===== src/sv/qoi_pkg.sv =====
// shared types, constants and operand table of the quaternion integrator
package qoi_pkg;

    localparam int FRAC_BITS_DEF = 30;
    localparam int QW = 32;

    typedef struct packed {
        logic [1:0] qidx;
        logic       neg;
    } mac_sel_t;

    // kinematic matrix: stored component and sign for term t of delta component c
    function automatic mac_sel_t mac_sel(input logic [1:0] c, input logic [1:0] t);
        mac_sel_t r;
        r = '{qidx: 2'd0, neg: 1'b0};
        case ({c, t})
            4'b0000: r = '{qidx: 2'd1, neg: 1'b1};
            4'b0001: r = '{qidx: 2'd2, neg: 1'b1};
            4'b0010: r = '{qidx: 2'd3, neg: 1'b1};
            4'b0100: r = '{qidx: 2'd0, neg: 1'b0};
            4'b0101: r = '{qidx: 2'd3, neg: 1'b0};
            4'b0110: r = '{qidx: 2'd2, neg: 1'b1};
            4'b1000: r = '{qidx: 2'd3, neg: 1'b1};
            4'b1001: r = '{qidx: 2'd0, neg: 1'b0};
            4'b1010: r = '{qidx: 2'd1, neg: 1'b0};
            4'b1100: r = '{qidx: 2'd2, neg: 1'b0};
            4'b1101: r = '{qidx: 2'd1, neg: 1'b1};
            4'b1110: r = '{qidx: 2'd0, neg: 1'b0};
            default: r = '{qidx: 2'd0, neg: 1'b0};
        endcase
        return r;
    endfunction

endpackage


===== src/sv/qoi_mul.sv =====
// shared registered signed 32x32 multiplier
module qoi_mul
    import qoi_pkg::*;
(
    input  logic                 clk,
    input  logic signed [QW-1:0] a,
    input  logic signed [QW-1:0] b,
    output logic signed [2*QW-1:0] prod
);

    always_ff @(posedge clk)
    begin
        prod <= a * b;
    end

endmodule


===== config.mk =====
export PLATFORM = sky130hd
export DESIGN_NAME = qoi_mul
export DESIGN_NICKNAME = d
export VERILOG_FILES = /design/src/sv/qoi_pkg.sv /design/src/sv/qoi_mul.sv
export SDC_FILE = /design/constraint.sdc
export NUM_CORES = 2
export LEC_CHECK = 0
export ABC_AREA = 1
export BUFFER_PORTS_ARGS = -buffer_cell sky130_fd_sc_hd__buf_4
export CAP_MARGIN = 5
export CELL_PAD_IN_SITES_DETAIL_PLACEMENT = 1
export CELL_PAD_IN_SITES_GLOBAL_PLACEMENT = 2
export CORE_ASPECT_RATIO = 1.2
export CORE_UTILIZATION = 30
export CTS_CLUSTER_DIAMETER = 40
export DETAILED_ROUTE_END_ITERATION = 10
export PLACE_DENSITY = 0.72
export REMOVE_ABC_BUFFERS = 1
export SYNTH_ARGS = -nofsm -noshare
export SYNTH_HDL_FRONTEND = slang
export SYNTH_SLANG_ARGS = --single-unit

===== constraint.sdc =====
create_clock -name clk -period 10.8 [get_ports clk]
set_input_delay 1.08 -clock clk [delete_from_list [all_inputs] [get_ports clk]]
set_output_delay 1.08 -clock clk [all_outputs]
set_load 0.005 [all_outputs]

==> impl_metrics.toml <==
[layout]
area_growth_syn_to_layout_pct = 6.918
nets = 6407
largest_reg_flops = 64
final.fill_count = 16070
drive_gt1_share_pct = 4.546
reg_top3 = "prod x64"
n_antenna_cell = 0
largest_register = "prod"
post-route-util_pct = 32.46

[setup_path]
worstPathArrival_ps = 8910
worstPathRequired_ps = 11160
end_kind = "register"
cpLargestDelayFamily = "adder cells"
path_class = "in -> reg"
max_stage_delay_ps = 1070
critPathLaunchType = "input pin"
worst-path-buf-inv = 7
cpMostUsedCell = "fa_1"
cp_max_fo = 32
slowest_stage = "fa_1"

[synth]
ys_seq_area_share_pct = 3.187
ys_ff_latch = 64
synth_top_area_share_pct = 53.88
synth_area_leader_cell = "fa_1"
synth_warnings = 0
synth.distinct_cells = 27
syn-cell-area_um2 = 40200
avgSynthCellArea_um2 = 7.846
syn-instance-count = 5124
ys_top_cells_by_area = "fa_1 (54%), inv_1 (16%), nand2_1 (14%)"

[grt]
grt_pass1_vias = 35830
grt_pass1_wl_um = 208100
overflow = 0
grt_usage_pct = 20.29
antenna_found_initial = 4
grt_max_degree = 33

[worst_hold_path]
hp-class = "in -> reg"
min_to = "prod[0]"
holdCritStartpoint = "b[0]"
hold_path_depth = 3

[timing]
tightestPinTransition_ps = 784.4
finalSetupViolations = 0
hold_viol_final = 0
max_freq_mhz = 116.9
post-route-period-util_pct = 79.22
slew_headroom_pct = 47.65
grt_setup_unrepaired = "no"
period_minus_slack_ps = 8556
slew_violations = 0
final.setup.tns_ps = 0

[floorplanning]
fp-row-count = 146
dieArea_um2 = 135500
io_pins = 129
die_h_um = 403.0
core-area_um2 = 132400
die_w_um = 336.2
initial_core_util_pct = 30.36

[place]
hpwl_um = 112500
portBuffers = 128
gp_congestion = 0.8902

[cts]
clock_path_buffers = 2
cts.hold.buffers_added = 0
clk_pin_slew_ps = 80
cts_buffers = 9
cts_setup_buffers = 0
htree_levels = 3
cts_tree = "done"
cts_root_buffer = "clkbuf_16"
clock_sinks = 64
ctsResizeCount = 0

[status]
status = "completed"

[route]
vias_per_cell = 4.425
dr.pass1.iters = 5
drc = 0
ant_nets = 0
vias = 30340
wire_per_inst_um = 19.00
routed_wl_um = 130300
drtIter0Drc = 1068

[flow_run]
cap_violations = 0
==> cell families (layout without fill, tap and decap cells) <==
| group | count (synthesis) | count (layout) | share of synthesized area (%) |
|---|---|---|---|
| xor+xnor | 34 | 34 | 0.7407 |
| simple gates | 1773 | 1773 | 17.55 |
| fa+ha+maj | 1266 | 1266 | 59.60 |
| flops | 64 | 64 | 3.187 |
| buf+inv | 1892 | 1849 | 17.66 |
| compound gates | 95 | 95 | 1.260 |
==> per-stage QoR <==
stage | instances | setup slack, ps | instance area (um2) | hold slack [ps]
after floorplan | 4932 | 3313 | 39480 | 1173
after global placement | 6841 | 1915 | 42700 | 1462
after detailed placement | 6841 | 1812 | 42700 | 1461
after CTS | 6857 | 2219 | 42990 | 1283
after global routing | 6857 | 1770 | 42990 | 1362
final | 6857 | 2245 | 42990 | 1308
==> Yosys cell counts <==
cell         n
dfxtp_1     64
a21oi_1     62
clkbuf_1   192
nand4_1     13
o21ai_1      4
a21o_1       2
o21ai_0     17
or2_2        7
nand3_2      6
inv_2        8
nand3_1     73
xor2_1      31
nand3b_1     6
nor3_2       5
o21bai_1     8
ha_1       184
fa_1      1082
inv_1     1692
nor2_1      93
nand2_2     21
o21a_1       1
nor3_1      11
xnor2_1      3
nand2_1   1504
a21oi_2      1
nor2_2      31
nor2_4       3
==> layer usage <==
metal	track usage, %	wire, um	vias to the layer above
met2	37.42	68780	345
met4	4.142	2608	0
met5	0	0	-
met3	1.784	3218	132
li1	-	-	13820
met1	25.52	55690	16050
==> final cells by class <==
cell class	instances	area, um2	area share, %
multi-input cells	3168	31820	74.03
well taps	1776	2222	5.169
flip-flops and latches	64	1281	2.981
repair buffers	133	998.5	2.323
clock inverters	6	42.54	0.09896
inverters	1700	6381	14.84
clock buffers	10	239.0	0.5559
==> placed cells by master (no fill, tap or decap), drive strengths merged, types with 3 or more instances in the layout <==
cell type	n
a21oi	63
buf	133
clkbuf	10
clkinv	3
dfxtp	64
fa	1082
ha	184
inv	1701
nand2	1525
nand3	79
nand3b	6
nand4	13
nor2	127
nor3	16
o21ai	21
o21bai	8
or2	7
xnor2	3
xor2	31
==> worst max-delay path by stage <==
stage                from        to  slack [ps]  depth (start not counted)
global route        a[31]  prod[60]        1770                         28
CTS                  b[5]  prod[56]        2220                         28
detailed placement   b[5]  prod[56]        1810                         27
global placement     b[2]  prod[61]        1910                         26
floorplan            b[2]  prod[59]        3310                         24
finish               b[2]  prod[56]        2240                         26
Power is not shown: default switching activity piles up to over one toggle a cycle in this logic, so the estimate is an artifact.
