`config.mk`:
```
export PLATFORM = sky130hd
export DESIGN_NAME = qoi_isqrt
export DESIGN_NICKNAME = d
export VERILOG_FILES = /design/src/sv/qoi_pkg.sv /design/src/sv/qoi_isqrt.sv
export SDC_FILE = /design/constraint.sdc
export NUM_CORES = 1
export LEC_CHECK = 0
export BUFFER_PORTS_ARGS = -buffer_cell sky130_fd_sc_hd__buf_2
export CORE_MARGIN = 4
export CORE_UTILIZATION = 30
export DETAILED_ROUTE_END_ITERATION = 10
export SYNTH_ARGS = -nofsm -noshare
export SYNTH_HDL_FRONTEND = slang
export SYNTH_SLANG_ARGS = --single-unit
```
`constraint.sdc`:
```
create_clock -name clk -period 2.8 [get_ports clk]
set_input_delay 0.14 -clock clk [delete_from_list [all_inputs] [get_ports clk]]
set_output_delay 0.14 -clock clk [all_outputs]
set_load 0.01 [all_outputs]
```
`src/sv/qoi_pkg.sv`:
```
// shared types, constants and operand table of the quaternion integrator
package qoi_pkg;

    localparam int FRAC_BITS_DEF = 30;
    localparam int QW = 32;

    typedef struct packed {
        logic [1:0] qidx;
        logic       neg;
    } mac_sel_t;

    // kinematic matrix: stored component and sign for term t of delta component c
    function automatic mac_sel_t mac_sel(input logic [1:0] c, input logic [1:0] t);
        mac_sel_t r;
        r = '{qidx: 2'd0, neg: 1'b0};
        case ({c, t})
            4'b0000: r = '{qidx: 2'd1, neg: 1'b1};
            4'b0001: r = '{qidx: 2'd2, neg: 1'b1};
            4'b0010: r = '{qidx: 2'd3, neg: 1'b1};
            4'b0100: r = '{qidx: 2'd0, neg: 1'b0};
            4'b0101: r = '{qidx: 2'd3, neg: 1'b0};
            4'b0110: r = '{qidx: 2'd2, neg: 1'b1};
            4'b1000: r = '{qidx: 2'd3, neg: 1'b1};
            4'b1001: r = '{qidx: 2'd0, neg: 1'b0};
            4'b1010: r = '{qidx: 2'd1, neg: 1'b0};
            4'b1100: r = '{qidx: 2'd2, neg: 1'b0};
            4'b1101: r = '{qidx: 2'd1, neg: 1'b1};
            4'b1110: r = '{qidx: 2'd0, neg: 1'b0};
            default: r = '{qidx: 2'd0, neg: 1'b0};
        endcase
        return r;
    endfunction

endpackage

```
`src/sv/qoi_isqrt.sv`:
```
// iterative integer square root, two radicand bits per cycle
module qoi_isqrt
    import qoi_pkg::*;
(
    input  logic            clk,
    input  logic            rst_n,
    input  logic            start,
    input  logic [63:0]     n,
    output logic            done,
    output logic [QW-1:0]   root
);

    logic        busy_reg;
    logic        done_reg;
    logic [4:0]  cnt_reg;
    logic [63:0] n_reg;
    logic [34:0] rem_reg;
    logic [31:0] root_reg;
    logic [34:0] rem_sh;
    logic [34:0] trial;
    logic        ge;

    assign rem_sh = {rem_reg[32:0], n_reg[63:62]};
    assign trial  = {1'b0, root_reg, 2'b01};
    assign ge     = rem_sh >= trial;

    always_ff @(posedge clk or negedge rst_n)
    begin
        if (!rst_n)
        begin
            busy_reg <= 1'b0;
            done_reg <= 1'b0;
            cnt_reg  <= '0;
        end
        else
        begin
            done_reg <= 1'b0;
            if (start)
            begin
                busy_reg <= 1'b1;
                cnt_reg  <= '0;
            end
            else if (busy_reg)
            begin
                cnt_reg <= cnt_reg + 5'd1;
                if (cnt_reg == 5'd31)
                begin
                    busy_reg <= 1'b0;
                    done_reg <= 1'b1;
                end
            end
        end
    end

    always_ff @(posedge clk)
    begin
        if (start)
        begin
            n_reg    <= n;
            rem_reg  <= '0;
            root_reg <= '0;
        end
        else if (busy_reg)
        begin
            n_reg    <= {n_reg[61:0], 2'b00};
            rem_reg  <= ge ? rem_sh - trial : rem_sh;
            root_reg <= {root_reg[30:0], ge};
        end
    end

    assign done = done_reg;
    assign root = root_reg;

endmodule

```
==> results.py <==
metrics = {
    "status": {
        "status": "finished, final reports clean",
    },
    "setup_path": {
        "cp_common_cell": "a221o_1",
        "path_cells": "inv_1 > ha_4 > and3_1 > a221o_1 > a221o_1 > o211ai_2 > a21oi_2 > or2_4 > clkbuf_16 > o31ai_2 > a31o_1",
        "startpoint_type": "flop",
        "cpMaxStageDelayCell": "a221o_1",
        "endpoint_kind": "flop",
        "crit_type": "flop to flop",
        "slowest_delay_ps": 390,
        "cp.arrival_ps": 3100,
        "crit_required_ps": 3160,
        "crit_family": "compound AO/OA/AOI/OAI gates",
        "path_buf_inv": 2,
        "cp_max_fo": 7,
    },
    "layout": {
        "nFillCells": 2438,
        "fin_nets": 1019,
        "largest_register_ffs": 64,
        "antenna_cells": 0,
        "area_growth_pct": 33.7,
        "fin_cells": 1253,
        "drive_gt1_frac": 0.360,
    },
    "floorplanning": {
        "io_pins": 100,
        "num_rows": 57,
        "die_area_um2": 27800,
        "fp.dieH_um": 167,
        "start_util": 0.308,
        "core_um2": 24500,
        "die_x_um": 167,
    },
    "sta": {
        "hold_slack_ps": 17.5,
        "report.final.slew_viol_count": 0,
        "rsz0062_at_grt": "yes",
        "fmax_mhz": 365,
        "relSlewSlack": 0.586,
        "setup_viol_count_final": 0,
        "hold_violations": 0,
        "tightest_slew_ps": 621,
        "period_share": 0.979,
        "fin_ws_ps": 59.4,
        "layout_min_cycle_time_ps": 2740,
        "skew_ps": 11.9,
    },
    "route": {
        "vias_per_cell": 4.76,
        "antenna_left": 0,
        "wl_per_cell_um": 14.9,
        "first_pass_iters": 4,
        "drc": 0,
        "vias": 5966,
        "drt_iter0_drc": 234,
        "finalWirelength_mm": 18.7,
    },
    "min_path": {
        "worstHoldPathType": "primary input to flop",
    },
    "logic_synthesis": {
        "seq_area_frac_synth": 0.449,
        "syn_nets": 835,
        "syn_area_per_cell_um2": 10.3,
        "synth_area_leaders": "edfxtp_1, dfxtp_1, mux2_2",
        "ys.flop_type": "dfxtp_1",
        "synth_async_sr_flop_share": 0.0515,
        "synth.top_cell.area_share": 0.254,
        "synth_xor_area_frac": 0.0301,
        "ys_ff_latch": 136,
        "ys_warn_count": 0,
        "synth_compound_area_frac": 0.143,
        "synth.most_common_cell": "nor2_1",
        "yosysUniqueCellTypes": 61,
        "synthAdderAreaFrac": 0.0595,
        "synth_commonest_cells": "nor2_1, dfxtp_1, edfxtp_1, mux2_2, mux2i_1",
        "synth_edf_count": 64,
        "synth_top_family_by_area": "multiplexers",
        "synthMuxAreaShare": 0.157,
        "syn_inst": 732,
        "yosys.area_share.simple": 0.117,
        "synth_largest_area_cell": "edfxtp_1",
        "netlist_area_um2": 7570,
    },
    "clocking": {
        "clkTransAtPathRegs_ps": 70,
        "cts_tree": "done",
        "numCtsBuffers": 17,
        "cts_sinks": 136,
        "clock_latency_ps": 420,
        "htree_levels": 4,
        "clock_path_buffers": 2,
        "cts-root-buf": "clkbuf_16",
    },
    "grt": {
        "grt_pass1_vias": 6098,
        "grt_max_degree": 105,
        "grt_remaining_overflow": 0,
        "antenna_found_initial": 2,
        "grt_use_total": 0.134,
        "grt_pass1_wl_mm": 30.9,
    },
    "power_and_ir_drop": {
        "power.density_nw_per_um2": 1020,
        "power_mw": 10.3,
        "vdd_drop_max_v": 0.000443,
        "leakagePower_nw": 4.59,
    },
    "placement": {
        "dp_hpwl_mm": 12.8,
        "globalplace.congestion": 0.817,
        "portBuffers": 99,
        "dp_slack_ps": -50.0,
        "placedCellCount": 1186,
    },
    "job": {
        "drv_cap": 0,
    },
}
path summary, 6_finish.rpt:
kind	startpoint	to	slack, ps	cells after the start
worst max-delay path	root[5]	rem_reg[31]	60	11
max in group asynchronous	rst_n	busy_reg	2540	2
worst max register to register	root[5]	rem_reg[31]	60	11
min in group asynchronous	rst_n	done	90	2
worst min register to register	rem_reg[30]	rem_reg[32]	500	2
worst min-delay path	n[25]	n_reg[25]	20	2
per-stage QoR:
step | cell area [um2] | utilization | TNS, ps
floorplan | 7610 | - | 0
global placement | 8920 | 0.364 | -12.0
detailed placement | 8920 | 0.364 | -293
CTS | 9880 | 0.403 | 0
global route | 10100 | 0.412 | -198
finish | 10100 | 0.412 | 0
metal layers:
layer	part of all wire	track usage	wire length (um)
met1	0.47	0.178	8780
met5	0.0011	0	21
met2	0.45	0.207	8460
met3	0.066	0.0517	1240
met4	0.0082	0.0324	153
worst register-to-register path, stage by stage, from the launching register on:
cell       delay (ps)
dfxtp_2           320
inv_1              60
ha_4              240
and3_1            180
a221o_1           330
a221o_1           390
o211ai_2          220
a21oi_2            90
or2_4             300
clkbuf_16         190
o31ai_2           220
a31o_1            130
placed cells by master, fill, tap and decap left out, types with 6 or more instances in the layout:
cell type	Yosys	routed
dfrtp_1	7	6
nand2_1	45	45
xnor2_1	15	15
a21oi_1	22	17
mux2_2	62	62
dlygate4sd3_1	0	30
a211oi_2	0	7
dfxtp_1	65	51
buf_2	5	98
buf_4	3	72
dfxtp_2	0	14
ha_1	36	27
o21ai_0	14	10
inv_1	40	39
xor2_1	11	11
clkbuf_16	0	18
a311oi_1	13	12
and3_1	9	7
ha_4	0	6
nand3_1	8	8
nor2_1	87	85
nor3_1	10	8
a21o_1	31	31
a211oi_1	24	16
edfxtp_1	64	64
mux2i_1	49	47
report_power, final:
part | switching (mW) | internal [mW] | total (mW)
Clock | 1.00 | 1.35 | 2.35
Combinational | 2.69 | 2.71 | 5.40
Sequential | 0.182 | 2.39 | 2.58
repair_timing:
action / in CTS / in global routing
setup endpoints to repair: 17 / 31
endpoints found under the hold margin: 36 / 0
hold buffers: 30 / 0
resized for setup: 4 / 53
gates cloned: 1 / 1
setup buffers: 1 / 2
pin swaps: 8 / 33
cells by family (layout without fill, tap and decap cells):
family                   count (synthesis)  in the layout
AO/OA/AOI/OAI                          147            147
XOR/XNOR                                26             26
adder cells (fa/ha/maj)                 36             36
buffers and inverters                   82            279
flip-flops                             136            136
multiplexers                           111            111
AND/OR/NAND/NOR                        194            194
layout make-up:
cell class	count	area, um2	share of cell area
inverter	40	150	0.0148
tap	324	405	0.0401
multi-input combinational	514	4060	0.402
clock inverter	15	184	0.0182
sequential	136	3420	0.338
timing repair buffer	207	1470	0.145
clock buffer	17	425	0.0421
Note: power is estimated with default switching activity, not from simulation.
