**src/sv/qoi_pkg.sv**
```systemverilog
// shared types, constants and operand table of the quaternion integrator
package qoi_pkg;

    localparam int FRAC_BITS_DEF = 30;
    localparam int QW = 32;

    typedef struct packed {
        logic [1:0] qidx;
        logic       neg;
    } mac_sel_t;

    // kinematic matrix: stored component and sign for term t of delta component c
    function automatic mac_sel_t mac_sel(input logic [1:0] c, input logic [1:0] t);
        mac_sel_t r;
        r = '{qidx: 2'd0, neg: 1'b0};
        case ({c, t})
            4'b0000: r = '{qidx: 2'd1, neg: 1'b1};
            4'b0001: r = '{qidx: 2'd2, neg: 1'b1};
            4'b0010: r = '{qidx: 2'd3, neg: 1'b1};
            4'b0100: r = '{qidx: 2'd0, neg: 1'b0};
            4'b0101: r = '{qidx: 2'd3, neg: 1'b0};
            4'b0110: r = '{qidx: 2'd2, neg: 1'b1};
            4'b1000: r = '{qidx: 2'd3, neg: 1'b1};
            4'b1001: r = '{qidx: 2'd0, neg: 1'b0};
            4'b1010: r = '{qidx: 2'd1, neg: 1'b0};
            4'b1100: r = '{qidx: 2'd2, neg: 1'b0};
            4'b1101: r = '{qidx: 2'd1, neg: 1'b1};
            4'b1110: r = '{qidx: 2'd0, neg: 1'b0};
            default: r = '{qidx: 2'd0, neg: 1'b0};
        endcase
        return r;
    endfunction

endpackage

```
**src/sv/qoi_div.sv**
```systemverilog
// restoring divider: saturated floor(num * 2^FRAC_BITS / den), one bit per cycle
module qoi_div
    import qoi_pkg::*;
#(
    parameter int FRAC_BITS = FRAC_BITS_DEF
)
(
    input  logic          clk,
    input  logic          rst_n,
    input  logic          start,
    input  logic [QW-1:0] num,
    input  logic [QW-1:0] den,
    output logic          done,
    output logic [QW-1:0] quot
);

    localparam int CW = $clog2(FRAC_BITS + 1);

    logic          busy_reg;
    logic          done_reg;
    logic [CW-1:0] cnt_reg;
    logic [32:0]   r_reg;
    logic [31:0]   q_reg;
    logic          sat_reg;
    logic [31:0]   den_reg;
    logic [32:0]   r_sh;
    logic          bit_ge;

    assign r_sh   = {r_reg[31:0], 1'b0};
    assign bit_ge = r_sh >= {1'b0, den_reg};

    always_ff @(posedge clk or negedge rst_n)
    begin
        if (!rst_n)
        begin
            busy_reg <= 1'b0;
            done_reg <= 1'b0;
            cnt_reg  <= '0;
        end
        else
        begin
            done_reg <= 1'b0;
            if (start)
            begin
                busy_reg <= 1'b1;
                cnt_reg  <= '0;
            end
            else if (busy_reg)
            begin
                cnt_reg <= cnt_reg + CW'(1);
                if (cnt_reg == CW'(FRAC_BITS - 1))
                begin
                    busy_reg <= 1'b0;
                    done_reg <= 1'b1;
                end
            end
        end
    end

    always_ff @(posedge clk)
    begin
        if (start)
        begin
            den_reg <= den;
            sat_reg <= 1'b0;
            // integer part is 0 or 1 since num never exceeds den
            if (num >= den)
            begin
                r_reg <= {1'b0, num - den};
                q_reg <= 32'd1;
            end
            else
            begin
                r_reg <= {1'b0, num};
                q_reg <= 32'd0;
            end
        end
        else if (busy_reg)
        begin
            r_reg   <= bit_ge ? r_sh - {1'b0, den_reg} : r_sh;
            q_reg   <= {q_reg[30:0], bit_ge};
            sat_reg <= sat_reg | q_reg[31] | q_reg[30];
        end
    end

    assign done = done_reg;
    assign quot = sat_reg ? 32'h7fff_ffff : q_reg;

endmodule

```
**config.mk**
```make
export PLATFORM = sky130hd
export DESIGN_NAME = qoi_div
export DESIGN_NICKNAME = d
export VERILOG_FILES = /design/src/sv/qoi_pkg.sv /design/src/sv/qoi_div.sv
export SDC_FILE = /design/constraint.sdc
export NUM_CORES = 1
export LEC_CHECK = 0
export CAP_MARGIN = 20
export CORE_MARGIN = 8
export CORE_UTILIZATION = 65
export CTS_CLUSTER_SIZE = 8
export DETAILED_ROUTE_END_ITERATION = 12
export DONT_BUFFER_PORTS = 1
export HOLD_SLACK_MARGIN = 0.08
export PLACE_DENSITY_LB_ADDON = 0.3
export SLEW_MARGIN = 20
export SYNTH_ARGS = -nofsm -noshare
export SYNTH_HDL_FRONTEND = slang
export SYNTH_SLANG_ARGS = --single-unit
```
**constraint.sdc**
```tcl
create_clock -name clk -period 4.55 [get_ports clk]
set_clock_uncertainty 0.15 [all_clocks]
set_input_delay 0.2275 -clock clk [delete_from_list [all_inputs] [get_ports clk]]
set_output_delay 0.2275 -clock clk [all_outputs]
set_load 0.01 [all_outputs]
```
==> metrics <==
run status=finished, final reports clean; Clock Path Buffers=2; area leader, netlist=edfxtp_1; Peak VDD IR=0.2506 mV; post-CTS sizing=0; hold path startpoint=start; Placed Area=~8500 um^2; Die Ht=129.5 um; cts bufs inserted=9; Pwr Density=506.0 nW/um^2; Synth top area share=34.45%; die area=16760 um^2; Worst Reg-to-Reg Cells=11; asr flop ratio synth=~6.7%; row count=41; CTS tree=built; I/O Pins=100; Post-synth EDFFs=96; Clk Latency, worst-skew pair=around 360 ps; Post-Syn Area=8367 um^2; core footprint=about 13000 um^2; Slew Limit Headroom=28.81%; most common cell after layout, fill and taps aside=edfxtp_1; CTS sink count=104; Max FO, Critical Path=21; share of cells above drive strength 1=under 10%; Slew Limit Fails=0; synthesized flop and latch total=between 100 and 150; drt wl/cell=19.73 um; most used flip-flop cell after synthesis=edfxtp_1; Period Utilization, post-route=85.71%; top post-synthesis cells by area=edfxtp_1 (34%), ha_1 (9.9%), mux2i_1 (8.0%); final net count=between 1000 and 1500; Crit. End Element=register; Detailed Route WL=21.55 mm; syn nets=1014; largest net degree at the start of global routing=97; CP max stage delay=between 400 and 500 ps; Reg clk slew, reported paths=70 ps; XOR/XNOR Fraction of Synth Area=5.548%; Post-Synthesis Cells=879; Arr. time, crit path=3850 ps; largest family of logic cells by synthesized area=compound AO/OA/AOI/OAI gates; Synth Area in Adders=10.35%; final hold violation count=0; first-pass detailed-route iteration total=5; synthesized area per cell=9.519 um^2; critical path's slowest cell=a221oi_4; Setup Crit Path Kind=reg -> reg; initial DRC count=roughly 650; input/output buffers=0; CP Launch Point=r_reg[1]$_DFFE_PP_; post-DP HPWL=15.34 mm; CP Launch Type=register; max_cap viols=0; Die X=129.5 um; # diodes=0; leakage power=between 4 and 5 nW; hold depth=2; most frequent cells in the layout=edfxtp_1 (96), inv_1 (86), mux2i_1 (67), a21oi_1 (66), ha_1 (66); setup bufs post-CTS=0; Final ANT Viol Nets=0; Distinct cells, synth=between 70 and 80; sequential share of the synthesized area=36.79%; hold crit path type=in -> reg; Peak Freq=approximately 0.26 GHz; first-pass GRT wire length=~35 mm; DRC Markers=0; post-DR vias/cell=6.393; Synth Area in Simple Gates=approximately 16%; Layout area overhead=11.83%; r2r startpoint=r_reg[1]$_DFFE_PP_; Synth Area in Compound Gates=17.98%; number of global-route vias before repair=6930; All-Layer GR Usage=25.87%; Setup TNS=0 ps; fillers=~900; grt ovf=0; Top cell by count, worst path=o21ai_1; initial core utilization=about two thirds; crit path buf inv count=1; final setup vio count=0; number of H-tree levels=3; antenna violations before repair=0; RSZ-0062 raised after global routing=no; GPL Wtd Cong=between 0.9 and 1; RR Endpoint=r_reg[1]$_DFFE_PP_; Root Buffer=clkbuf_16; final non-filler cell area=9356 um^2; worst path cell trace=ha_1 > o21ai_1 > a21oi_1 > a2111oi_2 > o21ai_1 > a221oi_4 > nor4_4 > nor2_4 > buf_4 > mux2i_1 > mux2_2; synth warn=0; CP required=4500 ps; Worst-Margin Slew=about 1100 ps; total number of vias=6981; Worst path top cell family by delay=compound AO/OA/AOI/OAI gates; hold path endpoint=r_reg[30]$_DFFE_PP_; reg2reg setup slack=approximately 650 ps; mux share of post-synthesis cell area=8.150%; Final min period=3900 ps
==> cell type report <==
type / count / area, um^2 / share of cell area [%]
inverters: 87 / 326.6 / 3.490
flip-flops and latches: 104 / 3078 / 32.90
well taps: 172 / 215.2 / 2.300
clock buffers: 10 / 229.0 / 2.447
repair buffers: 61 / 613.1 / 6.553
clock inverters: 5 / 81.33 / 0.8692
multi-input cells: 653 / 4813 / 51.44
==> how the worst max path moves through the flow <==
stage,slack [ps],depth (start not counted),to
6_report,650,11,r_reg[1]$_DFFE_PP_
5_1_grt,450,11,r_reg[1]$_DFFE_PP_
4_1_cts,700,11,r_reg[1]$_DFFE_PP_
3_5_place_dp,730,11,r_reg[1]$_DFFE_PP_
3_3_place_gp,800,11,r_reg[1]$_DFFE_PP_
2_1_floorplan,1320,11,r_reg[30]$_DFFE_PP_
==> cells by family after synthesis <==
kind of cell,count (synthesis)
buffers and inverters,122
DFF,104
and+or+nand+nor,240
xor gates and xnor gates,53
AOI/OAI and AO/OA,224
muxes,68
adders and majority gates,68
==> worst reg2reg max path: cells and delay by family, from the launching register on <==
kind / cells / cell delay, ps
DFF: 1 / 410
muxes: 2 / 430
adders and majority gates: 1 / 380
and+or+nand+nor: 2 / 430
buffers and inverters: 1 / 430
AOI/OAI and AO/OA: 5 / 1420
==> through the flow <==
stage	instances	hold slack (ps)	power (mW)	util [%]	worst slack, ps
after floorplan	879	-218.1	3.335	-	1320
after global placement	1022	-217.9	3.716	67.18	797.9
after detailed placement	1022	-217.8	3.794	67.18	726.2
after CTS	1092	80.18	4.676	74.14	704.4
after global routing	1092	86.84	5.022	74.14	451.2
final	1092	82.49	4.735	74.14	650.4
==> routing by layer <==
metal	part of all wire [%]	GRT usage, %	routed length, um
met2	45	42.06	9790
met1	43	33.15	9175
met4	3.3	12.16	720
met5	0	0	0
met3	8.6	4.150	1863
==> repair_timing <==
| action | 4_1_cts | 5_1_grt |
|---|---|---|
| hold endpoints to repair | 140 | 0 |
| hold buffers | 55 | 0 |
| endpoints found under the setup margin | 0 | 0 |
==> report_power, final <==
group	total, mW	switching [mW]	internal (mW)
clock	0.818	0.338	0.480
combinational	2.52	1.44	1.07
sequential	1.40	0.109	1.29
==> synthesized netlist by cell type, types with 4 or more instances <==
library cell	instances
nand4_1	17
o21ai_1	25
inv_1	86
nor2b_1	36
a31oi_1	6
mux2i_1	67
a22oi_1	4
a21o_1	27
a21oi_1	66
nand3_1	11
clkbuf_1	23
o21bai_1	6
a211oi_1	8
xor2_1	23
nor3_1	14
nor3b_1	4
edfxtp_1	96
xnor2_1	30
o21ai_0	29
and3_1	4
dfrtp_1	7
nor4_1	6
ha_1	66
nor2_1	48
buf_1	4
o21a_1	8
o31ai_1	5
nand2b_1	10
buf_2	5
o211ai_1	10
nand2_1	40
or2_2	35
Note: power is estimated with default switching activity, not from simulation.
